===== config.mk =====
export PLATFORM = sky130hd
export DESIGN_NAME = rwma_div
export DESIGN_NICKNAME = d
export VERILOG_FILES = /design/src/sv/rwma_pkg.sv /design/src/sv/rwma_div.sv
export SDC_FILE = /design/constraint.sdc
export NUM_CORES = 1
export LEC_CHECK = 0
export BUFFER_PORTS_ARGS = -buffer_cell sky130_fd_sc_hd__clkbuf_2
export CORE_ASPECT_RATIO = 0.8
export CORE_MARGIN = 5
export CORE_UTILIZATION = 53
export CTS_BUF_LIST = sky130_fd_sc_hd__clkbuf_8
export DETAILED_ROUTE_END_ITERATION = 6
export PLACE_DENSITY = 0.79
export SYNTH_ARGS = -nofsm -noshare
export SYNTH_HDL_FRONTEND = slang
export SYNTH_SLANG_ARGS = --single-unit
export TNS_END_PERCENT = 30

===== constraint.sdc =====
create_clock -name clk -period 2.82 [get_ports clk]
set_input_delay 0.564 -clock clk [delete_from_list [all_inputs] [get_ports clk]]
set_output_delay 0.564 -clock clk [all_outputs]
set_load 0.05 [all_outputs]

===== src/sv/rwma_pkg.sv =====
`default_nettype none
package rwma_pkg;

  // Ring geometry.
  localparam int WINDOW_MAX = 256;
  localparam int SLOT_W     = $clog2(WINDOW_MAX);
  localparam int COUNT_W    = SLOT_W + 1;

  // Sample and accumulator widths; the total holds WINDOW_MAX full-scale samples.
  localparam int SAMPLE_W   = 32;
  localparam int TOTAL_W    = SAMPLE_W + SLOT_W;

  // Serial divider: one quotient bit per step over the whole total.
  localparam int DIV_STEPS  = TOTAL_W;
  localparam int STEP_W     = $clog2(DIV_STEPS + 1);

  // Register port.
  localparam int ADDR_W     = 3;
  localparam int DATA_W     = 32;
  localparam int REG_IDX_W  = ADDR_W - 2;
  localparam logic [REG_IDX_W-1:0] REG_WINDOW_LENGTH = '0;
  localparam logic [COUNT_W-1:0]   WINDOW_RESET      = COUNT_W'(WINDOW_MAX);

  // Result word: mean, oldest, count, padded to whole bytes.
  localparam int RES_BITS   = 2 * SAMPLE_W + COUNT_W;
  localparam int OUT_W      = ((RES_BITS + 7) / 8) * 8;

  typedef enum logic [2:0] {
    ST_IDLE,
    ST_READ,
    ST_UPDATE,
    ST_OLDEST,
    ST_DIVIDE,
    ST_OUTPUT
  } state_t;

  typedef struct packed {
    logic              en;
    logic [SLOT_W-1:0] addr;
  } ring_rd_t;

  typedef struct packed {
    logic                en;
    logic [SLOT_W-1:0]   addr;
    logic [SAMPLE_W-1:0] data;
  } ring_wr_t;

endpackage
`default_nettype wire


===== src/sv/rwma_div.sv =====
`default_nettype none
module rwma_div (
  input  logic                          clk,
  input  logic                          rst,
  input  logic                          start,
  input  logic [rwma_pkg::TOTAL_W-1:0]  dividend,
  input  logic [rwma_pkg::COUNT_W-1:0]  divisor,
  output logic                          done,
  output logic [rwma_pkg::SAMPLE_W-1:0] quotient
);
  import rwma_pkg::*;

  logic [TOTAL_W-1:0]  dq;
  logic [COUNT_W-1:0]  rem;
  logic [COUNT_W-1:0]  dvs;
  logic                neg;
  logic                running;
  logic [STEP_W-1:0]   step;
  logic [COUNT_W:0]    rem_sh;
  logic [COUNT_W:0]    rem_dif;
  logic                fits;
  logic [COUNT_W-1:0]  rem_next;

  // One restoring step: shift in the next dividend bit and try the divisor.
  always_comb begin
    rem_sh   = {rem, dq[TOTAL_W-1]};
    rem_dif  = rem_sh - {1'b0, dvs};
    fits     = rem_sh >= {1'b0, dvs};
    rem_next = fits ? rem_dif[COUNT_W-1:0] : rem_sh[COUNT_W-1:0];
  end

  // Control: step counter and the completion pulse.
  always_ff @(posedge clk) begin
    if (rst) begin
      running <= 1'b0;
      done    <= 1'b0;
      step    <= '0;
    end else begin
      done <= running && (step == STEP_W'(1));
      if (start) begin
        running <= 1'b1;
        step    <= STEP_W'(DIV_STEPS);
      end else if (running) begin
        step <= step - STEP_W'(1);
        if (step == STEP_W'(1)) begin
          running <= 1'b0;
        end
      end
    end
  end

  // Datapath: the dividend register fills with quotient bits from the bottom.
  always_ff @(posedge clk) begin
    if (start) begin
      dq  <= dividend[TOTAL_W-1] ? (~dividend + TOTAL_W'(1)) : dividend;
      neg <= dividend[TOTAL_W-1];
      rem <= '0;
      dvs <= divisor;
    end else if (running) begin
      dq  <= {dq[TOTAL_W-2:0], fits};
      rem <= rem_next;
    end
  end

  // Signed result truncated toward zero, low word only.
  assign quotient = neg ? (~dq[SAMPLE_W-1:0] + SAMPLE_W'(1)) : dq[SAMPLE_W-1:0];

endmodule
`default_nettype wire


-- Word-level counts from Yosys, hierarchy flattened
Index checks and enable logic that the tools add are counted.
- $add $sub $neg: 4
- $mul: 0
- div/mod/pow operators: 0
- magnitude comparators: 1
- equality and inequality tests: 1
- shifts and indexed selects: 0
- mux-type cells: 10
- bitwise gates (word level): 2
- reductions and logical operators: 3
- operator list (cell ; number):
    $mux W40 ; 3
    $add A40 B1 Y40 const B ; 1
    $not A40 Y40 ; 1
    $add A32 B1 Y32 const B ; 1
    $mux W32 ; 1
    $not A32 Y32 ; 1
    $mux W6 ; 2
    $ge A10 B9 Y1 ; 1
    $mux W9 ; 1
    $sub A9 B9 Y9 ; 1
    $eq A6 B1 Y1 const B ; 1
    $sub A6 B1 Y6 const B ; 1
    $mux W1 ; 3
    $reduce_bool A2 Y1 ; 1
    $reduce_or A2 Y1 ; 1
    $logic_and A1 B1 Y1 ; 1
- flip-flop bits (word level): 67
- bits in latches: 0
- RAM bits: 0
- ROM bits: 0
- output and inout port bits: 33
- word-level logic and storage cells: 29
- memories kept: 0

-- Logic depth before layout (Yosys ltp)
Gate-level depths: netlist (run 1).
- depth after elaboration: 4
- mapped depth: 10
- depth with buffers taken out: 9

-- Worst setup path before layout (run 1)
Ideal clock, no wire load.
- path kind: reg-to-output
- from: register dq[0]
- to: output quotient[26] (netlist bit)
- data arrival time: 2.604 ns
- required time: 2.256 ns
- path slack: -0.348 ns
- cell stages (with the launch flop): 9
- buffers on the path: 1
- path through: edfxtp_1 -> inv_1 -> ha_1 -> or4b_1 -> or4b_1 -> buf_2 -> nand2b_4 -> o41ai_4 -> xnor2_1
- longest elaborated chain between the ends: 3
- ends and longest elaborated chain (item ; line ; text):
    start: declaration ; rwma_div.sv:13 ; logic [TOTAL_W-1:0] dq;
    start signal: assignment ; rwma_div.sv:55 ; dq <= dividend[TOTAL_W-1] ? (~dividend + TOTAL_W'(1)) : dividend;
    start signal: assignment ; rwma_div.sv:60 ; dq <= {dq[TOTAL_W-2:0], fits};
    $not A32 Y32 ; rwma_div.sv:66 ; assign quotient = neg ? (~dq[SAMPLE_W-1:0] + SAMPLE_W'(1)) : dq[SAMPLE_W-1:0];
    $add A32 B1 Y32 ; rwma_div.sv:66 ;
    $mux W32 ; rwma_div.sv:66 ;
    end: declaration ; rwma_div.sv:9 ; output logic [rwma_pkg::SAMPLE_W-1:0] quotient
Every way passes these cells.

-- Final worst setup path (run 1)
- from: register dq[1]
- to: output quotient[20] (netlist bit)
Same word-level chain as after synthesis.

==> results of run 1 <==
[metal layers]
| metal | vias up | wire (um) |
|---|---|---|
| li1 | 2141 | - |
| met3 | 31 | 1100 |
| met1 | 2165 | 5490 |
| met5 | - | 0 |
| met4 | 0 | 280 |
| met2 | 246 | 6320 |
[cell families (layout without fill, tap and decap cells)]
logic type,Yosys count,in the layout
compound gates,137,137
fa+ha+maj,14,14
xor+xnor,68,68
buf+inv,54,178
mux,6,6
flops,67,67
simple gates,170,170
[cells in the final DEF (no fill, tap or decap), drive strengths merged, types with 14 or more instances in the layout]
cell    synthesis  routed
inv            25      27
xor2           28      28
o31ai          17      17
nand2          25      25
buf             8      73
xnor2          40      40
edfxtp         50      50
nand3          14      14
dfxtp          17      17
a21oi          43      43
o21ai          22      22
nor2           58      58
clkbuf         20      72
[state kept, by name, indices dropped and copies added (netlist names)]
register  cells
dq           40
dvs           9
rem           9
step          6
done          1
neg           1
running       1
[Yosys cell counts (all sizes together) (6+ instances only)]
| library cell | number | share of area, % |
|---|---|---|
| a211o | 6 | 1.1 |
| a211oi | 6 | 0.95 |
| a21oi | 43 | 4.5 |
| buf | 8 | 1.1 |
| clkbuf | 20 | 1.6 |
| dfxtp | 17 | 7.2 |
| edfxtp | 50 | 32 |
| ha | 13 | 3.4 |
| inv | 25 | 2.0 |
| nand2 | 25 | 2.0 |
| nand3 | 14 | 1.5 |
| nand4 | 6 | 0.79 |
| nor2 | 58 | 4.6 |
| nor3 | 11 | 1.2 |
| nor4 | 8 | 1.7 |
| o21ai | 22 | 2.3 |
| o31ai | 17 | 3.0 |
| o41ai | 13 | 2.8 |
| or2 | 7 | 0.92 |
| or3 | 13 | 1.7 |
| or4 | 9 | 1.5 |
| xnor2 | 40 | 7.4 |
| xor2 | 28 | 5.2 |
[power breakdown]
group	internal (W)	total (W)	switching, W
clock network	0.000406	0.000797	0.000391
registers	0.00118	0.00124	0.0000676
logic	0.000584	0.00138	0.000797
total	0.00217	0.00342	0.00126
[worst max path at each step]
stage                   end  slack, ps  depth (start not counted)
6_report       quotient[20]       -620                          9
5_1_grt        quotient[20]       -690                          9
4_1_cts        quotient[26]       -640                          9
3_5_place_dp   quotient[14]       -390                          8
3_3_place_gp   quotient[14]       -290                          8
2_1_floorplan  quotient[26]       -190                          8
[metrics by stage]
step,setup TNS (ps),setup slack [ps]
3_5_place_dp,-3510,-391
5_1_grt,-12590,-695
6_report,-10660,-621
4_1_cts,-8720,-642
3_3_place_gp,-2100,-290
2_1_floorplan,-1870,-190
[cell type report]
class	instances	area [um^2]	area share (%)
clock buffers	9	124	1.96
clock inverters	7	66.3	1.05
inverters	26	97.6	1.54
multi-input cells	395	2910	46.0
flip-flops and latches	67	1840	29.1
well taps	112	140	2.22
repair buffers	136	1150	18.1
[timing repair]
action | in CTS | in global routing
pin swaps | 9 | 3
buffers inserted | 5 | 4
endpoints found under the setup margin | 26 | 28
resized for setup | 42 | 21
hold buffers | 0 | 0
==> results.md, run 1 <==
* Status: finished with violations
* Failing checks: negative setup slack
* Crit. Startpoint: dq[1]
* Placed insts at 728
* RSZ-0062 raised after global routing: true
* Avg WL per Cell at 17.5 um
* Filler cells at 589
* Setup slack, reg-to-reg at 330 ps
* Top Usage Layer GRT: met2
* Final worst slack at -621 ps
* Final Wtd Congestion at 0.895
* Final worst path period share at 122%
* Final Setup Violations at 25
* Leak Pwr at 2.58 nW
* Mux contribution to synthesized area at 1.29%
* Adder-Cell Fraction of Synth Area at 3.84%
* Met3 usage at 5.32%
* Maximum vdd drop at 0.000344 V
* Reg2Reg Depth at 9
* CP max stage delay at 610 ps
* NumNets Final at 701
* Final Util at 73.3%
* Slowest-stage cell, CP: or4b_4
* Max-Cap Viols at 0
* WS Path Type: reg -> out
* Initial antenna violation count at 0
* WHS Path Cells at 1
* Total track usage at 24.5%
* Reg2Reg Launch Point: dq[39]
* Top_reg_cell synth: edfxtp_1
* Htree depth at 3
* Final-report max-slew violation count at 0
* M1 GR Usage at 33.5%
* Starting Density at 55.1%
* P per Cell Area at 541 nW/um^2
* CTS tree: built
* Compound-Gate Fraction of Synth Area at 19.7%
* GRT met2 Usage at 38.9%
* Worst skew pair latency at 350 ps
* Core Footprint at 8630 um^2
* Max frequency at 291 MHz
* Num CTS Buffers at 9
* GRT overflow at 0
* Tot Pwr at 0.00342 W
* Die W at 116 um
* Layout area overhead at 33.1%
* Crit start category: flip-flop
* XOR/XNOR share of the synthesized area at 12.5%
* Final hold slack at 387 ps
* Simple-gate share of the synthesized area at 19.1%
* Number of DRC markers in iteration 0 at 396
* Worst reg2reg path endpoint: rem[0]
* Critical path capture point type: primary output
* Syn_nets at 582
* DRT Pass-1 Iters at 5
* Clock Sinks at 67
* Detail Placement HPWL at 9220 um
* Worst-path cell chain: inv_2 > ha_4 > or4b_4 > or4b_4 > buf_4 > o31ai_2 > buf_4 > xnor2_4 > buf_12
* Critical path's top delay family: simple AND/OR/NAND/NOR gates
* Slew Limit Headroom at 65.5%
* Largest family of logic cells by synthesized area: compound AO/OA/AOI/OAI gates
* Routed WL at 13200 um
* Post-route ant nets at 0
* Final setup skew at 12.8 ps
* Worst EP required at 2260 ps
* Vias in the first global route at 4356
* Row count at 30
* Hold path endpoint: dvs[0]
* Seq/Total Area, Yosys at 38.7%
* PortBufs at 84
* Non-filler cells, final at 752
* Warnings from Yosys at 0
* Min-delay src: divisor[0]
* Share of layout cells above drive strength 1 at 32.2%
* Clock transition at the registers of the reported paths at 80 ps
* Mean Syn Cell Area at 9.21 um^2
* Final Hold Violating Endpoints at 0
* Final Cell Area at 6330 um^2
* Post-route minimum period at 3440 ps
* Count of state elements after synthesis at 67
* Die Y at 94.7 um
* First-pass GRT wire length at 21400 um
* Crit path DAT at 2880 ps
* Root Driver: clkbuf_8
* Post-synthesis cell count at 516
* FFs w/ async S/R, synth at 0%
* # IOs at 85
* DRC Markers at 0
* Post-synth EDFFs at 50
* Min-delay worst type: in -> reg
* Synth Cell Area at 4750 um^2
* Die area at 11000 um^2
* Area after DPL at 5830 um^2
* Buffers plus inverters on the worst setup path at 4
* N_diodes at 0
* Largest net degree at the start of global routing at 48
* Drt via density at 6.09
* Via count at 4583
* Worst-path fanout max at 6
* Yosys cell types at 59
* Worst-margin pin slew at 513 ps
* Worst-case clock buffer depth at 2
No activity file was read; power rests on OpenSTA's default activity.
==> run 2, diff against run 1 <==
CORE_ASPECT_RATIO = 1.4   (was 0.8)
==> run 2 against run 1 <==
Net effect:
- the flow still finishes with violations (negative setup slack)
- hold slack improved by 3.8 ps
- routed wire length fell by 3.0%
- largest power group unchanged
- clock power fell by 6.0%
- utilization fell by 2.3 points
- clock-buffer cell count did not move
- highest routed layer unchanged
- global-route usage fell by 0.86 points
- via count fell by 2.6%
- sequential share of layout area rose by 0.12 points
- setup slack improved by 76 ps
- critical path depth fell by 1
- largest cell class unchanged
- critical endpoint is now quotient[26]
- power fell by 1.3%
==> results.md, run 2 (synthesis results as in run 1) <==
* Biggest register: dq
* Core Footprint at 8870 um^2 (+2.8%)
* Non-filler cells, final at 745 (-0.93%)
* Failing checks: negative setup slack
* Row count at 41 (+37%)
* Starting Density at 53.6% (-1.5 points)
* Crit start category: flip-flop
* Worst skew pair latency at 350 ps (about the same)
* Share of layout cells above drive strength 1 at 30.3% (-1.9 points)
* Die Y at 122 um (+29%)
* Final worst slack at -546 ps (+75.9 ps)
* Routed WL at 12800 um (-3.0%)
* Drt via density at 5.99 (-1.7%)
* Worst-case clock buffer depth at 2 (unchanged)
* CP max stage delay at 560 ps (-50 ps)
* Filler cells at 647 (+9.8%)
* Clock transition at the registers of the reported paths at 70 ps (about the same)
* CP dominant cell by count: or4b_4
* Largest net degree at the start of global routing at 59 (+23%)
* NumNets Final at 699 (-0.29%)
* Leak Pwr at 2.59 nW (+0.34%)
* RSZ-0062 raised after global routing: true
* P per Cell Area at 536 nW/um^2 (-0.88%)
* Total track usage at 23.7% (-0.86 points)
* Final worst path period share at 119% (-2.7 points)
* Critical path capture point type: primary output
* Crit path DAT at 2800 ps (-80 ps)
* Post-route ant nets at 0 (unchanged)
* Final Setup Violations at 24 (-4.0%)
* Worst-path fanout max at 5 (-1)
* Max frequency at 297 MHz (+2.3%)
* Most frequent cells in the layout: 58 x nor2_1, 58 x clkbuf_2, 50 x edfxtp_1
* Final Util at 71.0% (-2.3 points)
* Avg WL per Cell at 17.2 um (-2.1%)
* Post-CTS Hold Buffers at 0 (unchanged)
* Max-Cap Viols at 0 (unchanged)
* Final setup skew at 12.3 ps (-0.564 ps)
* Worst EP required at 2260 ps (about the same)
* Final-report max-slew violation count at 0 (unchanged)
* Root Driver: clkbuf_8
* Maximum vdd drop at 0.000396 V (+15%)
* DRT Pass-1 Iters at 5 (unchanged)
* PortBufs at 84 (unchanged)
* GRT overflow at 0 (unchanged)
* Vias in the first global route at 4576 (+5.1%)
* First-pass GRT wire length at 21100 um (-1.2%)
* Num CTS Buffers at 9 (unchanged)
* Slowest-stage cell, CP: or4b_4
* Area of the multi-input gates at 2890 um^2 (-0.73%)
* N_diodes at 0 (unchanged)
* CTS tree: built
* FF+latch area at 1840 um^2 (unchanged)
* Slew Limit Headroom at 64.4% (-1.1 points)
* Final Hold Violating Endpoints at 0 (unchanged)
* Initial antenna violation count at 0 (unchanged)
* Clock Sinks at 67 (unchanged)
* # IOs at 85 (unchanged)
* Area after DPL at 5910 um^2 (+1.4%)
* Worst-path cell chain: inv_2 > ha_4 > or4b_4 > or4b_4 > nand2b_4 > o41ai_4 > xnor2_2 > buf_12
* WS Path Type: reg -> out
* Min-delay worst type: in -> reg
* Final Cell Area at 6300 um^2 (-0.42%)
* Status: finished with violations
* Number of DRC markers in iteration 0 at 196 (-51%)
* Max reg flops at 40 (unchanged)
* Post-route minimum period at 3370 ps (-75.9 ps)
* Top Registers: dq x40, dvs x9, rem x9
* Layout area overhead at 32.5%
* Htree depth at 3 (unchanged)
* Worst-margin pin slew at 533 ps (+20.5 ps)
* Via count at 4464 (-2.6%)
* Die W at 90.0 um (-22%)
* Placed insts at 725 (-0.41%)
* DRC Markers at 0 (unchanged)
* Final Wtd Congestion at 0.899 (+0.41%)
* Die area at 11000 um^2 (+0.13%)
* Detail Placement HPWL at 9370 um (+1.6%)
[run 2: cell types whose count changed in the layout (fill, tap and decap cells not counted), sizes merged]
| cell | change |
|---|---|
| clkbuf | -3 |
| buf | +1 |
| clkinv | -2 |
| inv | +2 |
[run 2: repair_timing]
action	4_1_cts	5_1_grt
resized for setup	28	15
hold endpoints to repair	0	0
pin swaps	4	7
setup endpoints to repair	25	26
buffers inserted	1	3
[run 2: path summary, 6_finish.rpt]
| kind | from | end | slack (ps) | cells past startpoint |
|---|---|---|---|---|
| max reg2reg | dq[39] | rem[0] | 300 | 9 |
| min | divisor[2] | dvs[2] | 390 | 1 |
| min reg2reg | step[1] | step[1] | 500 | 2 |
| max | dq[0] | quotient[26] | -550 | 8 |
[run 2: through the flow]
stage | setup TNS, ps | hold slack (ps) | total power (W) | setup slack (ps)
final | -7480 | 391 | 0.00338 | -546
after global placement | -2430 | 484 | 0.00255 | -348
after floorplan | -1870 | 463 | 0.00205 | -190
after CTS | -8000 | 377 | 0.00336 | -554
after detailed placement | -2930 | 494 | 0.00258 | -376
after global routing | -10000 | 372 | 0.00353 | -638
[run 2: final cells by class]
| class | count | area share [%] |
|---|---|---|
| Clock buffer | 9 | 1.97 |
| Clock inverter | 7 | 0.854 |
| Inverter | 26 | 1.55 |
| Multi-Input combinational cell | 395 | 45.8 |
| Sequential cell | 67 | 29.2 |
| Tap cell | 107 | 2.13 |
| Timing Repair Buffer | 134 | 18.4 |
[run 2: where the power goes]
group / switching, W / internal [W]
Clock: 0.000357 / 0.000391
Sequential: 0.0000665 / 0.00118
Combinational: 0.000789 / 0.000597
Total: 0.00121 / 0.00217
[run 2: layer usage]
metal  part of all wire (%)  global-route usage, %  wire length, um
met1                     36                   26.1             4660
met2                     54                   43.5             6880
met3                    6.3                   3.95              810
met4                    3.4                   12.0              429
met5                      0                      0                0
[run 2: worst max-delay path: cells and delay by family (launching register included)]
kind	cells	cell delay, ps
DFF	1	400
and+or+nand+nor	3	1240
buffers and inverters	2	250
xor gates and xnor gates	1	170
AOI/OAI and AO/OA	1	250
adders and majority gates	1	130
